## src/hdl/pes_pkg.sv

```systemverilog
// Shared types and constants for the periodic event scheduler.
// No dependencies; imported by every module under hdl.
package pes_pkg;

    // Participant table size and index width
    localparam int MAX_NODES = 8;
    localparam int NODE_W    = $clog2(MAX_NODES);

    // Field widths fixed by the interface
    localparam int SLOT_W   = 3;
    localparam int PERIOD_W = 32;
    localparam int TIME_W   = 64;
    localparam int KIND_W   = 3;

    // Operation codes
    localparam logic OP_ADD  = 1'b0;
    localparam logic OP_STEP = 1'b1;

    // Result kinds
    localparam logic [KIND_W-1:0] KIND_NODE    = 3'd0;
    localparam logic [KIND_W-1:0] KIND_BITCLK  = 3'd1;
    localparam logic [KIND_W-1:0] KIND_IDLE    = 3'd2;
    localparam logic [KIND_W-1:0] KIND_ADD_OK  = 3'd3;
    localparam logic [KIND_W-1:0] KIND_ADD_REF = 3'd4;

    // Bit clock period after reset
    localparam logic [PERIOD_W-1:0] BITCLK_RST_TICKS = 32'd16;

    // Input word
    typedef struct packed {
        logic                operation;
        logic [SLOT_W-1:0]   slot;
        logic [PERIOD_W-1:0] period_ticks;
        logic [TIME_W-1:0]   time_limit;
    } t_in_word;

    // Output word
    typedef struct packed {
        logic [KIND_W-1:0] event_kind;
        logic [SLOT_W-1:0] event_slot;
        logic [TIME_W-1:0] event_time;
    } t_out_word;

    // Table write request
    typedef struct packed {
        logic                en;
        logic                set_node;  // new participant: period and present flag too
        logic [NODE_W-1:0]   idx;
        logic [PERIOD_W-1:0] period;
        logic [TIME_W-1:0]   due;
    } t_tbl_wr;

    // Table read data
    typedef struct packed {
        logic                present;
        logic [PERIOD_W-1:0] period;
        logic [TIME_W-1:0]   due;
    } t_tbl_rd;

endpackage

```

## src/hdl/pes_table.sv

```systemverilog
// Participant table: present flags, periods and next due times.
// Depends on pes_pkg. One write port, one read port at the scan index.
module pes_table
    import pes_pkg::*;
(
    input  logic              i_clk,
    input  logic              i_rst_n,
    input  t_tbl_wr           i_wr,
    input  logic [NODE_W-1:0] i_rd_idx,
    output t_tbl_rd           o_rd
);

    logic [MAX_NODES-1:0] r_present;
    logic [PERIOD_W-1:0]  r_period [MAX_NODES];
    logic [TIME_W-1:0]    r_due    [MAX_NODES];

    // Present flags cleared by reset
    always_ff @(posedge i_clk) begin
        if (!i_rst_n) begin
            r_present <= '0;
        end else if (i_wr.en && i_wr.set_node) begin
            r_present[i_wr.idx] <= 1'b1;
        end
    end

    // Payload entries, only read where present
    always_ff @(posedge i_clk) begin
        if (i_wr.en) begin
            r_due[i_wr.idx] <= i_wr.due;
            if (i_wr.set_node) begin
                r_period[i_wr.idx] <= i_wr.period;
            end
        end
    end

    // Read at scan index
    assign o_rd.present = r_present[i_rd_idx];
    assign o_rd.period  = r_period[i_rd_idx];
    assign o_rd.due     = r_due[i_rd_idx];

endmodule

```

## src/hdl/pes_alu.sv

```systemverilog
// Shared 64-bit adder and unsigned less-than compare.
// Depends on pes_pkg. Purely combinational; operands chosen by the sequencer.
module pes_alu
    import pes_pkg::*;
(
    input  logic [TIME_W-1:0] i_a,
    input  logic [TIME_W-1:0] i_b,
    output logic [TIME_W-1:0] o_sum,
    output logic              o_lt
);

    // Times wrap modulo 2^64
    assign o_sum = i_a + i_b;
    assign o_lt  = (i_a < i_b);

endmodule

```

## src/hdl/periodic_event_scheduler.sv

```systemverilog
// Periodic event scheduler, top level: sequencer, time registers, output register.
// Add: the result is loaded from the add state once the output register is free.
// Step: a scan of every table entry through the shared compare unit, then decide and,
// unless the limit comes first, advance. No new word is taken until back in idle.
// Synchronous active-low reset empties the table, sets the bit clock period to 16,
// its next due time to 16 and the current time to 0. Depends on pes_pkg.
module periodic_event_scheduler
    import pes_pkg::*;
(
    input  logic                i_clk,
    input  logic                i_rst_n,
    input  logic                i_in_valid,
    output logic                o_in_stall,
    input  t_in_word            i_in_word,
    output logic                o_out_valid,
    input  logic                i_out_stall,
    output t_out_word           o_out_word,
    input  logic                i_cfg_valid,
    output logic                o_cfg_ready,
    input  logic [PERIOD_W-1:0] i_cfg_data
);

    // Sequencer states
    localparam logic [2:0] S_IDLE   = 3'd0;
    localparam logic [2:0] S_ADD    = 3'd1;
    localparam logic [2:0] S_SCAN   = 3'd2;
    localparam logic [2:0] S_DECIDE = 3'd3;
    localparam logic [2:0] S_ADV    = 3'd4;

    localparam logic [NODE_W-1:0] LAST_IDX = NODE_W'(MAX_NODES - 1);

    logic [2:0]          r_state, n_state;
    t_in_word            r_item;
    logic [PERIOD_W-1:0] r_tick_period;
    logic [TIME_W-1:0]   r_bit_due;
    logic [TIME_W-1:0]   r_now;
    logic [NODE_W-1:0]   r_idx;
    logic [TIME_W-1:0]   r_best_when;
    logic [PERIOD_W-1:0] r_best_period;
    logic                r_best_node;
    logic [NODE_W-1:0]   r_best_idx;
    logic                r_out_valid, n_out_valid;
    t_out_word           r_out;

    logic                in_fire, cfg_fire, can_load, add_refused, out_load;
    logic [TIME_W-1:0]   alu_a, alu_b, alu_sum;
    logic                alu_lt;
    t_tbl_wr             tbl_wr;
    t_tbl_rd             tbl_rd;

    // Handshakes
    assign can_load    = !r_out_valid || !i_out_stall;
    assign o_in_stall  = (r_state != S_IDLE);
    assign in_fire     = i_in_valid && !o_in_stall;
    assign o_cfg_ready = (r_state == S_IDLE);
    assign cfg_fire    = i_cfg_valid && o_cfg_ready;
    assign o_out_valid = r_out_valid;
    assign o_out_word  = r_out;

    assign add_refused = (r_item.period_ticks == '0)
                      || ({1'b0, r_item.slot} >= (SLOT_W + 1)'(MAX_NODES));

    // Output register load and hold
    assign out_load    = can_load && ((r_state == S_ADD) || (r_state == S_ADV)
                      || (r_state == S_DECIDE && alu_lt));
    assign n_out_valid = out_load ? 1'b1 : (r_out_valid && i_out_stall);

    // Operand selection for the shared unit
    always_comb begin
        alu_a = '0;
        alu_b = '0;
        case (r_state)
            S_IDLE: begin
                alu_a = r_now;
                alu_b = {{(TIME_W - PERIOD_W){1'b0}}, i_cfg_data};
            end
            S_ADD: begin
                alu_a = r_now;
                alu_b = {{(TIME_W - PERIOD_W){1'b0}}, r_item.period_ticks};
            end
            S_SCAN: begin
                alu_a = tbl_rd.due;
                alu_b = r_best_when;
            end
            S_DECIDE: begin
                alu_a = r_item.time_limit;
                alu_b = r_best_when;
            end
            S_ADV: begin
                alu_a = r_best_when;
                alu_b = {{(TIME_W - PERIOD_W){1'b0}}, r_best_period};
            end
            default: begin
                alu_a = '0;
                alu_b = '0;
            end
        endcase
    end

    pes_alu u_alu (
        .i_a   (alu_a),
        .i_b   (alu_b),
        .o_sum (alu_sum),
        .o_lt  (alu_lt)
    );

    // Table writes: new participant on add, deadline advance on a node step
    always_comb begin
        tbl_wr          = '0;
        tbl_wr.period   = r_item.period_ticks;
        tbl_wr.due      = alu_sum;
        tbl_wr.idx      = NODE_W'(r_item.slot);
        if (r_state == S_ADD && can_load && !add_refused) begin
            tbl_wr.en       = 1'b1;
            tbl_wr.set_node = 1'b1;
        end else if (r_state == S_ADV && can_load && r_best_node) begin
            tbl_wr.en  = 1'b1;
            tbl_wr.idx = r_best_idx;
        end
    end

    pes_table u_table (
        .i_clk    (i_clk),
        .i_rst_n  (i_rst_n),
        .i_wr     (tbl_wr),
        .i_rd_idx (r_idx),
        .o_rd     (tbl_rd)
    );

    // Next state
    always_comb begin
        n_state = r_state;
        case (r_state)
            S_IDLE: begin
                if (in_fire) begin
                    n_state = (i_in_word.operation == OP_ADD) ? S_ADD : S_SCAN;
                end
            end
            S_ADD: begin
                if (can_load) n_state = S_IDLE;
            end
            S_SCAN: begin
                if (r_idx == LAST_IDX) n_state = S_DECIDE;
            end
            S_DECIDE: begin
                if (can_load) n_state = alu_lt ? S_IDLE : S_ADV;
            end
            S_ADV: begin
                if (can_load) n_state = S_IDLE;
            end
            default: begin
                n_state = S_IDLE;
            end
        endcase
    end

    // Control and time state
    always_ff @(posedge i_clk) begin
        if (!i_rst_n) begin
            r_state       <= S_IDLE;
            r_tick_period <= BITCLK_RST_TICKS;
            r_bit_due     <= {{(TIME_W - PERIOD_W){1'b0}}, BITCLK_RST_TICKS};
            r_now         <= '0;
            r_idx         <= '0;
            r_out_valid   <= 1'b0;
        end else begin
            r_state     <= n_state;
            r_out_valid <= n_out_valid;
            case (r_state)
                S_IDLE: begin
                    r_idx <= '0;
                    if (cfg_fire) begin
                        r_tick_period <= i_cfg_data;
                        r_bit_due     <= alu_sum;
                    end
                end
                S_SCAN: begin
                    r_idx <= r_idx + 1'b1;
                end
                S_DECIDE: begin
                    if (can_load && alu_lt) begin
                        r_now <= r_item.time_limit;
                    end
                end
                S_ADV: begin
                    if (can_load) begin
                        r_now <= r_best_when;
                        if (!r_best_node) r_bit_due <= alu_sum;
                    end
                end
                default: begin
                    r_idx <= '0;
                end
            endcase
        end
    end

    // Captured word and running best candidate
    always_ff @(posedge i_clk) begin
        if (in_fire) begin
            r_item        <= i_in_word;
            r_best_when   <= r_bit_due;
            r_best_period <= r_tick_period;
            r_best_node   <= 1'b0;
            r_best_idx    <= '0;
        end else if (r_state == S_SCAN && tbl_rd.present && alu_lt) begin
            // strictly earlier only: bit clock and lower slots win ties
            r_best_when   <= tbl_rd.due;
            r_best_period <= tbl_rd.period;
            r_best_node   <= 1'b1;
            r_best_idx    <= r_idx;
        end
    end

    // Output word
    always_ff @(posedge i_clk) begin
        if (can_load) begin
            case (r_state)
                S_ADD: begin
                    r_out.event_time <= r_now;
                    if (add_refused) begin
                        r_out.event_kind <= KIND_ADD_REF;
                        r_out.event_slot <= '0;
                    end else begin
                        r_out.event_kind <= KIND_ADD_OK;
                        r_out.event_slot <= r_item.slot;
                    end
                end
                S_DECIDE: begin
                    if (alu_lt) begin
                        r_out.event_kind <= KIND_IDLE;
                        r_out.event_slot <= '0;
                        r_out.event_time <= r_item.time_limit;
                    end
                end
                S_ADV: begin
                    r_out.event_time <= r_best_when;
                    if (r_best_node) begin
                        r_out.event_kind <= KIND_NODE;
                        r_out.event_slot <= SLOT_W'(r_best_idx);
                    end else begin
                        r_out.event_kind <= KIND_BITCLK;
                        r_out.event_slot <= '0;
                    end
                end
                default: begin
                    r_out <= r_out;
                end
            endcase
        end
    end

endmodule

```

## config.mk

```make
export PLATFORM = sky130hd
export DESIGN_NAME = periodic_event_scheduler
export DESIGN_NICKNAME = d
export VERILOG_FILES = /design/src/hdl/pes_pkg.sv /design/src/hdl/pes_table.sv /design/src/hdl/pes_alu.sv /design/src/hdl/periodic_event_scheduler.sv
export SDC_FILE = /design/constraint.sdc
export NUM_CORES = 2
export LEC_CHECK = 0
export BUFFER_PORTS_ARGS = -buffer_cell sky130_fd_sc_hd__buf_2
export CAP_MARGIN = 10
export CORE_UTILIZATION = 25
export CTS_CLUSTER_DIAMETER = 30
export DETAILED_ROUTE_END_ITERATION = 16
export SETUP_SLACK_MARGIN = 0.05
export SKIP_CTS_REPAIR_TIMING = 1
export SYNTH_ARGS = -nofsm -noshare
export SYNTH_HDL_FRONTEND = slang
export SYNTH_SLANG_ARGS = --single-unit
```

## constraint.sdc

```tcl
create_clock -name i_clk -period 18.5 [get_ports i_clk]
set_input_delay 5.55 -clock i_clk [delete_from_list [all_inputs] [get_ports i_clk]]
set_output_delay 5.55 -clock i_clk [all_outputs]
set_load 0.01 [all_outputs]
```

==> run metrics <==
status finished, final reports clean; die area 226000 um^2; area grow syn2layout 25.1%; layout cells sized above 1 21.3%; RSZ-0062 raised after global routing no; Yosys reg bits 1215; crit-path cells buf_2 > nor2b_1 > a211oi_1 > o31a_1 > ha_1 > a21oi_1 > o21bai_1 > a21oi_1 > o32ai_1 > o21ai_0 > a21oi_1 > a31oi_1 > nand4_1 > nand2_4 > buf_4 > buf_4; crit share post-route 54.2%; initial antenna violation count 30; Setup crit start kind input pin; FF-to-FF End r_best_when[14]; met2 global-route usage 24.7%; starting utilization of the core area 25.2%; WHS Endpoint r_tick_period[10]; Pleak 0.0242 uW; max-slew violation count 0; most frequent CP cell a21oi_1; worst setup path startpoint i_cfg_data[17]; Req. time, crit path 19000 ps; Cell Int Power 6870 uW; Synth area leaders edfxtp_1 (55%), mux4_2 (7.8%), dfxtp_1 (6.5%); worst path bufs/invs 3; total CTS buffers 292; GPL Wtd Cong 0.916; Reg clk slew, reported paths 40 ps; Post-Syn Instances 4241; Post-synth EDFFs 1033; max_cap viols 0; Worst path top cell family by delay compound AO/OA/AOI/OAI gates; largest family of logic cells by synthesized area compound AO/OA/AOI/OAI gates; FF-to-FF path depth 17; Worst Tran Pin Value 1120 ps; Mapped Nets 4508; Switching Fraction 25.1%; Clock power frac 54.6%; DR WL/cell 23.4 um; row count 173; post-synthesis adder-cell area fraction 2.92%; total gr overflow 0; Yosys cell types 88; PwrDens 131 nW/um^2; pin count of the biggest net entering global routing 162; CORE AREA 223000 um^2; final antenna-violating net count 0; 1st-iter DRT viols 4585; P_sw 2300 uW; Hold Crit Class flip-flop to flip-flop; Seq/Total Area, Yosys 61.9%; final hold vios 0; Fmax achieved 0.0997 GHz; Max FO, Critical Path 55; post-synth top area share 55.4%; Post-Synth XOR/XNOR Area 0.983%; async set or reset register ratio after synthesis 0%; layout filler cell count 22000; Seq pwr share 35.9%; CP Data Arrival Time 10530 ps; DRC 0; YS warnings 0; final setup vio count 0; first-pass GRT wire length 260 mm; syn_area_per_cell 13.2 um^2; drt total wl 180 mm; mux cell area share after synthesis 9.58%; Top Ports 210; clock skew 77.0 ps; setup TNS 0 ps; Syn Std Cell Area 56000 um^2; Rel. slew slack 25.4%; total number of vias 39500; hold path depth 2; Max IR drop VDD 80.5 uV; vias in the first global route 38300; CTS H-tree depth 5; Worst setup EP type flip-flop; Fin Hold WS 455 ps; Chip Width 475 um; hold wc startpoint r_tick_period[10]; Vias/cell 5.13; Die Ht 475 um; GR peak layer met2; CTS tree done; complex-gate fraction of the synthesized area 13.1%; Clock Sinks 1215; commonest non-fill, non-tap cell in the layout edfxtp_1; Pre-antenna DRT Iters 8; CP Class input pin to flip-flop; clk_lat worst skew 900 ps; post-synth top area cell edfxtp_1; Logic pwr share 9.5%; Largest stage delay, worst path 750 ps; slowest cell on the critical path buf_4; # nets final 4772; input/output buffers 209; routing usage on met1 20.3%; fin crit period 10030 ps; GR met3 Demand/Resource 3.27%; DP HPWL 112 mm; Synth Flop Type edfxtp_1; R2R setup slack 10230 ps; CTS max path bufs 4; commonest non-fill, non-tap cells in the layout edfxtp_1 (1033), nor2_1 (406), nand2_1 (307); gr usage total 15.5%; simple-gate share of the synthesized area 8.49%; CTS Root Buffer Type clkbuf_16
[cell type report]
| cell class | count | area (um^2) | share of cell area (%) |
|---|---|---|---|
| diodes | 3 | 7.51 | 0.0107 |
| clock buffers | 340 | 7740 | 11.1 |
| clock inverters | 173 | 1920 | 2.74 |
| inverters | 144 | 553 | 0.790 |
| multi-input cells | 2580 | 19900 | 28.3 |
| flip-flops and latches | 1215 | 34700 | 49.5 |
| well taps | 2975 | 3720 | 5.31 |
| repair buffers | 272 | 1560 | 2.22 |
[state kept, by name (all words and copies together), names as in the netlist, 8 cells and up, named ones only]
signal and cells:
u_table.r_present 8, u_table.r_period 256, r_now 64, u_table.r_due 512, o_out_word 70, r_best_when 64, r_bit_due 64, r_tick_period 32
r_item 99, r_best_period 32
[Yosys cell counts (all sizes together) (68+ instances only)]
library cell     n
inv            144
nand2          313
nor2           423
ha             129
o22ai           68
a22o           128
a21oi          273
mux2i           95
a22oi          133
o21ai          100
dfxtp          182
clkbuf         224
mux4           194
buf             78
edfxtp        1033
[worst reg2reg max path, cell delays in order, from the launching register on]
cell      delay (ps)
dfxtp_4          930
buf_4            770
buf_4            670
mux4_2           590
mux2i_1          380
o221ai_1         220
ha_1             450
a21oi_1          190
o21bai_1          80
a21oi_1          200
o21ai_0          120
nand2_1          130
o211ai_1         160
a211oi_1         800
nand4_1          560
nand2_4          190
buf_4            750
buf_4            680
[worst max-delay path by stage]
stage | endpoint | cells after the start
finish | r_best_when[14] | 16
global route | r_best_when[14] | 16
CTS | r_best_when[14] | 16
detailed placement | r_best_period[22] | 16
global placement | r_best_period[23] | 16
floorplan | r_best_period[0] | 14
[layer usage]
layer | wire length (um) | up-vias
met3 | 15500 | 470
met4 | 7270 | 10
li1 | - | 17100
met2 | 83900 | 2087
met5 | 52 | -
met1 | 73800 | 19900
[metrics by stage]
| stage | setup slack (ps) | cells | utilization, % | power [uW] | cell area (um^2) |
|---|---|---|---|---|---|
| 2_1_floorplan | 8350 | 4241 | - | 3840 | 56000 |
| 3_3_place_gp | 7760 | 7186 | 27.1 | 4170 | 60400 |
| 3_5_place_dp | 7730 | 7186 | 27.1 | 4190 | 60400 |
| 4_1_cts | 8630 | 7699 | 31.5 | 9210 | 70000 |
| 5_1_grt | 8330 | 7700 | 31.5 | 9430 | 70000 |
| 6_report | 8470 | 7702 | 31.5 | 9170 | 70000 |
[kinds of logic (layout without fill, tap and decap cells)]
family          after synthesis  count (layout)
flops                      1215            1215
simple gates               1054            1054
compound gates             1041            1041
buf+inv                     446             929
mux                         293             293
fa+ha+maj                   130             130
xor+xnor                     62              62
other cells                   0               3
[power by group through the flow]
stage | clock network [uW] | registers, uW | logic (uW)
2_1_floorplan | 0 | 3290 | 554
3_3_place_gp | 0 | 3330 | 842
3_5_place_dp | 0 | 3340 | 856
4_1_cts | 5060 | 3290 | 862
5_1_grt | 5200 | 3300 | 933
6_report | 5010 | 3290 | 870
Note: power is estimated with default switching activity, not from simulation.
